`config.mk`:
```
export PLATFORM = sky130hd
export DESIGN_NAME = counter_wait_slot_table
export DESIGN_NICKNAME = d
export VERILOG_FILES = /design/src/design/cwst_pkg.sv /design/src/design/counter_wait_slot_table.sv /design/src/design/cwst_front.sv /design/src/design/cwst_back.sv
export SDC_FILE = /design/constraint.sdc
export NUM_CORES = 2
export LEC_CHECK = 0
export CORE_UTILIZATION = 50
export CTS_BUF_LIST = sky130_fd_sc_hd__clkbuf_4
export DETAILED_ROUTE_END_ITERATION = 7
export DONT_BUFFER_PORTS = 1
export GPL_TIMING_DRIVEN = 0
export SLEW_MARGIN = 40
export SYNTH_ARGS = -nofsm -noshare
export SYNTH_HDL_FRONTEND = slang
export SYNTH_HIERARCHICAL = 1
export SYNTH_SLANG_ARGS = --single-unit
```
`constraint.sdc`:
```
create_clock -name clk_i -period 7.42 [get_ports clk_i]
set_input_delay 2.226 -clock clk_i [delete_from_list [all_inputs] [get_ports clk_i]]
set_output_delay 2.226 -clock clk_i [all_outputs]
set_load 0.02 [all_outputs]
```
`src/design/cwst_pkg.sv`:
```
// Shared types and constants for the counter wait slot table.
package cwst_pkg;

  localparam int unsigned SLOTS        = 16;
  localparam int unsigned SLOT_W       = $clog2(SLOTS);
  localparam int unsigned SLOT_FIELD_W = 4;
  localparam int unsigned MAX_RESULTS  = 16;
  localparam int unsigned CNT_W        = $clog2(MAX_RESULTS);
  localparam int unsigned QUEUE_DEPTH  = 2;
  localparam int unsigned QPTR_W       = $clog2(QUEUE_DEPTH);
  localparam int unsigned QCNT_W       = $clog2(QUEUE_DEPTH + 1);

  typedef enum logic [0:0] {
    CMD_ADD    = 1'b0,
    CMD_UPDATE = 1'b1
  } cmd_e;

  typedef enum logic [1:0] {
    KIND_WAIT     = 2'd0,
    KIND_READY    = 2'd1,
    KIND_FULL     = 2'd2,
    KIND_RELEASED = 2'd3
  } kind_e;

  typedef enum logic [0:0] {
    OP_ADD    = 1'b0,
    OP_UPDATE = 1'b1
  } op_e;

  typedef enum logic [0:0] {
    BK_IDLE = 1'b0,
    BK_SCAN = 1'b1
  } bk_state_e;

  typedef struct packed {
    cmd_e        command;
    logic [15:0] fiber_index;
    logic [31:0] target_value;
    logic [15:0] flag_handle;
    logic [7:0]  pinned_thread;
    logic [31:0] new_value;
  } in_item_t;

  typedef struct packed {
    kind_e                   kind;
    logic [SLOT_FIELD_W-1:0] slot;
    logic [15:0]             out_fiber;
    logic [15:0]             out_flag;
    logic [7:0]              out_pinned;
    logic                    last;
  } out_item_t;

  // Classified queue entry: the compare key is the target for an add and
  // the new counter value for an update.
  typedef struct packed {
    op_e         op;
    logic [31:0] key;
    logic [15:0] fiber;
    logic [15:0] flag;
    logic [7:0]  pin;
  } q_entry_t;

endpackage

```
`src/design/counter_wait_slot_table.sv`:
```
// Top level of the counter wait slot table.
//
// Usage
//   in_*  : valid/ready channel of in_item_t. An add item takes the lowest free
//           slot; an update item loads the counter and releases matching slots.
//   out_* : valid/ready channel of out_item_t. One result per add (waiting,
//           ready now or table full); one released result per matching slot
//           of an update, last set on the final one, none if nothing matches.
//   cfg_* : write enable and data; loads the counter value at once. Write it
//           only while the block is idle.
// Flow
//   An add's result is loaded into the result register once the item has left
//   the front queue; an update loads its match vector as it is taken, then
//   gives its releases from the scan state through the result register. The
//   back end takes a new add whenever the result register is free, and no item during a scan.
// Reset
//   All slots free, counter 0, queue empty, no result pending.
// Stall
//   A stalled receiver holds the result register; the back end waits and the
//   front queue keeps taking items until both entries are full.
module counter_wait_slot_table import cwst_pkg::*; (
  input  logic        clk_i,
  input  logic        rst_ni,
  input  logic        cfg_we_i,
  input  logic [31:0] cfg_wdata_i,
  input  logic        in_valid_i,
  output logic        in_ready_o,
  input  in_item_t    in_data_i,
  output logic        out_valid_o,
  input  logic        out_ready_i,
  output out_item_t   out_data_o
);

  logic     q_valid;
  logic     q_ready;
  q_entry_t q_entry;

  // classify and queue
  cwst_front u_front (
    .clk_i      (clk_i),
    .rst_ni     (rst_ni),
    .in_valid_i (in_valid_i),
    .in_ready_o (in_ready_o),
    .in_data_i  (in_data_i),
    .q_valid_o  (q_valid),
    .q_ready_i  (q_ready),
    .q_entry_o  (q_entry)
  );

  // table, counter and release scan
  cwst_back u_back (
    .clk_i       (clk_i),
    .rst_ni      (rst_ni),
    .cfg_we_i    (cfg_we_i),
    .cfg_wdata_i (cfg_wdata_i),
    .q_valid_i   (q_valid),
    .q_ready_o   (q_ready),
    .q_entry_i   (q_entry),
    .out_valid_o (out_valid_o),
    .out_ready_i (out_ready_i),
    .out_data_o  (out_data_o)
  );

  // A full front queue always offers an item to the back end.
  a_full_queue_offers: assert property (@(posedge clk_i) disable iff (!rst_ni)
    !in_ready_o |-> q_valid)
    else $error("front queue full but nothing offered");

  // Only released results may be non-final.
  a_add_result_last: assert property (@(posedge clk_i) disable iff (!rst_ni)
    (out_valid_o && out_data_o.kind != KIND_RELEASED) |-> out_data_o.last)
    else $error("add result without last");

  // A table-full result names slot zero.
  a_full_slot_zero: assert property (@(posedge clk_i) disable iff (!rst_ni)
    (out_valid_o && out_data_o.kind == KIND_FULL) |-> (out_data_o.slot == '0))
    else $error("table-full result with nonzero slot");

  // The back end never takes an item that is not offered.
  a_pop_when_valid: assert property (@(posedge clk_i) disable iff (!rst_ni)
    q_ready |-> q_valid)
    else $error("queue popped while empty");

endmodule

```
`src/design/cwst_front.sv`:
```
// Front end: classifies input items and buffers them in a short queue.
module cwst_front import cwst_pkg::*; (
  input  logic     clk_i,
  input  logic     rst_ni,
  input  logic     in_valid_i,
  output logic     in_ready_o,
  input  in_item_t in_data_i,
  output logic     q_valid_o,
  input  logic     q_ready_i,
  output q_entry_t q_entry_o
);

  q_entry_t          entries_q [QUEUE_DEPTH];
  logic [QPTR_W-1:0] wr_ptr_q, wr_ptr_d;
  logic [QPTR_W-1:0] rd_ptr_q, rd_ptr_d;
  logic [QCNT_W-1:0] cnt_q, cnt_d;
  q_entry_t          cls;
  logic              push, pop;

  always_comb begin
    cls.fiber = in_data_i.fiber_index;
    cls.flag  = in_data_i.flag_handle;
    cls.pin   = in_data_i.pinned_thread;
    unique case (in_data_i.command)
      CMD_ADD: begin
        cls.op  = OP_ADD;
        cls.key = in_data_i.target_value;
      end
      default: begin
        cls.op  = OP_UPDATE;
        cls.key = in_data_i.new_value;
      end
    endcase
  end

  assign in_ready_o = (cnt_q != QCNT_W'(QUEUE_DEPTH));
  assign q_valid_o  = (cnt_q != '0);
  assign q_entry_o  = entries_q[rd_ptr_q];
  assign push       = in_valid_i && in_ready_o;
  assign pop        = q_valid_o && q_ready_i;

  always_comb begin
    wr_ptr_d = wr_ptr_q;
    rd_ptr_d = rd_ptr_q;
    cnt_d    = cnt_q;
    if (push) begin
      wr_ptr_d = (wr_ptr_q == QPTR_W'(QUEUE_DEPTH - 1)) ? '0 : wr_ptr_q + QPTR_W'(1);
    end
    if (pop) begin
      rd_ptr_d = (rd_ptr_q == QPTR_W'(QUEUE_DEPTH - 1)) ? '0 : rd_ptr_q + QPTR_W'(1);
    end
    if (push && !pop) begin
      cnt_d = cnt_q + QCNT_W'(1);
    end else if (pop && !push) begin
      cnt_d = cnt_q - QCNT_W'(1);
    end
  end

  always_ff @(posedge clk_i or negedge rst_ni) begin
    if (!rst_ni) begin
      wr_ptr_q <= '0;
      rd_ptr_q <= '0;
      cnt_q    <= '0;
    end else begin
      wr_ptr_q <= wr_ptr_d;
      rd_ptr_q <= rd_ptr_d;
      cnt_q    <= cnt_d;
    end
  end

  always_ff @(posedge clk_i) begin
    if (push) begin
      entries_q[wr_ptr_q] <= cls;
    end
  end

endmodule

```
`src/design/cwst_back.sv`:
```
// Back end: slot table, counter value, release scan and result register.
module cwst_back import cwst_pkg::*; (
  input  logic        clk_i,
  input  logic        rst_ni,
  input  logic        cfg_we_i,
  input  logic [31:0] cfg_wdata_i,
  input  logic        q_valid_i,
  output logic        q_ready_o,
  input  q_entry_t    q_entry_i,
  output logic        out_valid_o,
  input  logic        out_ready_i,
  output out_item_t   out_data_o
);

  bk_state_e         state_q, state_d;
  logic [SLOTS-1:0]  busy_q, busy_d;
  logic [SLOTS-1:0]  pending_q, pending_d;
  logic [CNT_W-1:0]  cnt_q, cnt_d;
  logic [31:0]       cur_val_q, cur_val_d;
  logic              out_valid_q, out_valid_d;
  out_item_t         out_q, out_d;

  logic [31:0]       target_q [SLOTS];
  logic [15:0]       fiber_q  [SLOTS];
  logic [15:0]       flag_q   [SLOTS];
  logic [7:0]        pin_q    [SLOTS];

  logic              out_free;
  logic              free_found;
  logic [SLOT_W-1:0] free_idx;
  logic [SLOT_W-1:0] pend_idx;
  logic [SLOTS-1:0]  pend_rest;
  logic [SLOTS-1:0]  match_vec;
  logic              wr_en;
  logic              rel_last;

  assign out_free = !out_valid_q || out_ready_i;

  // lowest free slot
  always_comb begin
    free_found = 1'b0;
    free_idx   = '0;
    for (int i = SLOTS - 1; i >= 0; i--) begin
      if (!busy_q[i]) begin
        free_found = 1'b1;
        free_idx   = SLOT_W'(i);
      end
    end
  end

  // lowest pending release
  always_comb begin
    pend_idx = '0;
    for (int i = SLOTS - 1; i >= 0; i--) begin
      if (pending_q[i]) begin
        pend_idx = SLOT_W'(i);
      end
    end
    pend_rest           = pending_q;
    pend_rest[pend_idx] = 1'b0;
  end

  always_comb begin
    for (int i = 0; i < SLOTS; i++) begin
      match_vec[i] = busy_q[i] && (target_q[i] == q_entry_i.key);
    end
  end

  always_comb begin
    state_d     = state_q;
    busy_d      = busy_q;
    pending_d   = pending_q;
    cnt_d       = cnt_q;
    cur_val_d   = cur_val_q;
    out_valid_d = out_valid_q && !out_ready_i;
    out_d       = out_q;
    q_ready_o   = 1'b0;
    wr_en       = 1'b0;
    rel_last    = 1'b0;
    if (cfg_we_i) begin
      cur_val_d = cfg_wdata_i;
    end
    unique case (state_q)
      BK_IDLE: begin
        if (q_valid_i && out_free) begin
          q_ready_o = 1'b1;
          if (q_entry_i.op == OP_ADD) begin
            out_valid_d      = 1'b1;
            out_d.out_fiber  = q_entry_i.fiber;
            out_d.out_flag   = q_entry_i.flag;
            out_d.out_pinned = q_entry_i.pin;
            out_d.last       = 1'b1;
            if (!free_found) begin
              out_d.kind = KIND_FULL;
              out_d.slot = '0;
            end else begin
              wr_en      = 1'b1;
              out_d.slot = SLOT_FIELD_W'(free_idx);
              if (q_entry_i.key == cur_val_q) begin
                out_d.kind = KIND_READY;
              end else begin
                out_d.kind       = KIND_WAIT;
                busy_d[free_idx] = 1'b1;
              end
            end
          end else begin
            cur_val_d = q_entry_i.key;
            pending_d = match_vec;
            cnt_d     = '0;
            state_d   = BK_SCAN;
          end
        end
      end
      BK_SCAN: begin
        if (pending_q == '0) begin
          state_d = BK_IDLE;
        end else if (out_free) begin
          rel_last         = (pend_rest == '0) || (cnt_q == CNT_W'(MAX_RESULTS - 1));
          out_valid_d      = 1'b1;
          out_d.kind       = KIND_RELEASED;
          out_d.slot       = SLOT_FIELD_W'(pend_idx);
          out_d.out_fiber  = fiber_q[pend_idx];
          out_d.out_flag   = flag_q[pend_idx];
          out_d.out_pinned = pin_q[pend_idx];
          out_d.last       = rel_last;
          busy_d[pend_idx] = 1'b0;
          pending_d        = pend_rest;
          cnt_d            = cnt_q + CNT_W'(1);
          if (rel_last) begin
            pending_d = '0;
            state_d   = BK_IDLE;
          end
        end
      end
      default: begin
        state_d = BK_IDLE;
      end
    endcase
  end

  always_ff @(posedge clk_i or negedge rst_ni) begin
    if (!rst_ni) begin
      state_q     <= BK_IDLE;
      busy_q      <= '0;
      pending_q   <= '0;
      cnt_q       <= '0;
      cur_val_q   <= '0;
      out_valid_q <= 1'b0;
    end else begin
      state_q     <= state_d;
      busy_q      <= busy_d;
      pending_q   <= pending_d;
      cnt_q       <= cnt_d;
      cur_val_q   <= cur_val_d;
      out_valid_q <= out_valid_d;
    end
  end

  always_ff @(posedge clk_i) begin
    out_q <= out_d;
    if (wr_en) begin
      target_q[free_idx] <= q_entry_i.key;
      fiber_q[free_idx]  <= q_entry_i.fiber;
      flag_q[free_idx]   <= q_entry_i.flag;
      pin_q[free_idx]    <= q_entry_i.pin;
    end
  end

  assign out_valid_o = out_valid_q;
  assign out_data_o  = out_q;

endmodule

```
==> reports/metrics.csv <==
metric;value;unit
status;finished with violations;
failing checks;DRC;
clock tree buffer depth;4;
yosys warns;6;
Cell Chain, Critical Path;buf_2, mux2_2, buf_2, xor2_1, nor4_1, nand4_1, nor3_2, a2111oi_2, clkdlybuf4s15_2, and2_1, clkbuf_1, nand3b_1, o2bb2ai_1;
Netlist cell types;71;
Post-Syn Area;57060;um2
# resized after CTS;0;
first-pass GRT wire length;252.2;mm
grt peak-use layer;met2;
Root Buffer;clkbuf_4;
fin crit period;4.749;ns
critical path's top delay family;simple AND/OR/NAND/NOR gates;
peak supply drop;224.7;uV
io pins;191;
Pleak;22.16;nW
final setup violating endpoints;0;
Area Overhead vs Synth;15.57;%
GR Layer Usage met1;0.4440;
clk sinks;1419;
die height;339.8;um
Worst slew margin;0.3748;
Worst EP arrival;5.82;ns
clock latency on the worst-skew pair;1.24;ns
mean post-synth cell area;16.73;um2
Rows;123;
final core utilization;0.5846;
setup TNS;0;ns
CP Capture Type;flip-flop;
GRT Total Usage;0.3115;
cells after synthesis;3411;
DP Wirelength;118.1;mm
fmax;0.2106;GHz
WL/cell;31.87;um
Die Area;115500;um2
Fin. Hold Viols;0;
Max-Cap Viols;0;
Final period util;0.6400;
RSZ-0062 raised after global routing;false;
Clock transition at path regs;0.06;ns
grt met3 use;0.07981;
gr ovfl total;0;
Iter 0 DRT Violations;4976;
Startpoint Class;flip-flop;
CP most frequent cell;buf_2;
die width;339.8;um
sequential share of the synthesized area;0.7403;
DRC viols;3;
Post-synth EDFFs;1345;
pwr dens;391.2;nW/um2
routability cong.;0.9053;
number of fill cells in the layout;8604;
critical path's slowest cell;mux2_2;
drt first pass iters;8;
initial antenna violation count;13;
CTS H-tree depth;5;
core area;112800;um2
port bufs;0;
most frequent cells in the layout;edfxtp_1, clkbuf_4, xor2_1;
Max stage delay on crit path;0.78;ns
share of layout cells above drive strength 1;0.2406;
Hold Crit Class;flip-flop to flip-flop;
nets@finish;4054;
Layout Skew;0.1085;ns
asr flop ratio synth;0.05215;
met2 Usage GRT;0.4656;
Num CTS Buffers;377;
Max Fanout on Critical Path;17;
CTS tree;built;
total wire length;181.2;mm
Routed Antenna Nets;0;
Vias;35400;
max-slew violation count;0;
Post-synth top flop;edfxtp_1;
Net Count, Synth;3555;
Buffers & Inverters on Critical Path;4;
postcts setup bufs;0;
Worst Tran Pin Value;0.9307;ns
most common cell after layout, fill and taps aside;edfxtp_1;
WP data required;8.49;ns
number of global-route vias before repair;35110;
Crit Path Category;flip-flop to flip-flop;
starting utilization of the core area;0.5058;
post-synthesis register bit count;1419;
Post-CTS Hold Buffers;0;
vias per std cell;6.227;
largest net degree at the start of global routing;75;
-- registers in the layout, indices dropped and copies added, names as in the netlist --
signal              cells
u_back/pending_q       16
u_back/cur_val_q       32
u_front/cnt_q           2
u_back/out_valid_o      1
u_front/wr_ptr_q        1
u_back/fiber_q        256
u_back/target_q       512
u_back/cnt_q            4
u_back/flag_q         256
u_back/state_q          1
u_front/rd_ptr_q        1
u_back/busy_q          16
u_back/pin_q          128
u_front/entries_q     146
u_back/out_data_o      47
-- area by class of cell --
| class | count | area [um2] | area share |
|---|---|---|---|
| Tap cell | 1500 | 1877 | 0.02846 |
| Clock inverter | 100 | 541.8 | 0.008216 |
| Inverter | 18 | 67.56 | 0.001025 |
| Antenna cell | 8 | 20.02 | 0.0003036 |
| Sequential cell | 1419 | 42240 | 0.6405 |
| Multi-Input combinational cell | 1770 | 14040 | 0.2130 |
| Buffer | 204 | 1012 | 0.01535 |
| Clock buffer | 546 | 4099 | 0.06216 |
| Timing Repair Buffer | 120 | 2042 | 0.03096 |
-- metrics by stage --
step                      area [um2]  total power [W]  instances  hold slack, ns  setup WS [ns]
after floorplan                57060          0.01537       3411          0.4564        -0.8220
after global placement         58940          0.01886       4911          0.4726         -5.420
after detailed placement       61250          0.01911       5031          0.5054          2.274
after CTS                      65890          0.02574       5677          0.5221          2.749
after global routing           65940          0.02666       5684          0.5391          2.600
final                          65940          0.02580       5685          0.5246          2.671
-- metal layers --
metal | share of wire | routed length (um)
met5 | 0.000072 | 13
met2 | 0.45 | 81700
met1 | 0.40 | 72150
met3 | 0.12 | 22220
met4 | 0.028 | 5075
-- power breakdown --
part | internal, W | switching [W] | total, W
Clock | 0.00353 | 0.00311 | 0.00664
Combinational | 0.00255 | 0.00620 | 0.00875
Sequential | 0.0101 | 0.000338 | 0.0104
-- path summary, 6_finish.rpt --
check	from	to	slack, ns	cells past startpoint
worst min-delay path	u_front/cnt_q[1]$_DFFE_PN0P_	u_front/cnt_q[1]$_DFFE_PN0P_	0.52	1
max in group asynchronous	rst_ni	u_front/wr_ptr_q$_DFFE_PN0P_	6.46	0
worst max-delay path	u_front/rd_ptr_q$_DFFE_PN0P_	u_back/busy_q[2]$_DFFE_PN0P_	2.67	13
worst min register to register	u_front/cnt_q[1]$_DFFE_PN0P_	u_front/cnt_q[1]$_DFFE_PN0P_	0.52	1
worst max register to register	u_front/rd_ptr_q$_DFFE_PN0P_	u_back/busy_q[2]$_DFFE_PN0P_	2.67	13
min in group asynchronous	rst_ni	u_back/busy_q[6]$_DFFE_PN0P_	0.71	0
-- synth_stat cells, drive strengths merged, types with 39 or more instances --
cell type	number	share of area
mux2i	54	0.0095
a22oi	115	0.015
nand4	73	0.0080
edfxtp	1345	0.71
dfrtp	74	0.032
nand3	39	0.0034
mux2	153	0.034
xor2	342	0.052
nor2	59	0.0039
buf	111	0.010
clkbuf	93	0.0061
xnor2	202	0.031
nand2	107	0.0070
a21oi	76	0.0067
a222oi	50	0.0088
nor4	96	0.011
o21ai	65	0.0057
-- kinds of logic (layout without fill, tap and decap cells) --
family	after synthesis	count (layout)	share of synthesized area
AO/OA/AOI/OAI	572	572	0.07396
XOR/XNOR	544	544	0.08350
other	0	8	0
buffers and inverters	222	988	0.01761
AND/OR/NAND/NOR	445	445	0.04061
adder cells (fa/ha/maj)	2	2	0.0004385
multiplexers	207	207	0.04361
flip-flops	1419	1419	0.7403
Note: power is estimated with default switching activity, not from simulation.
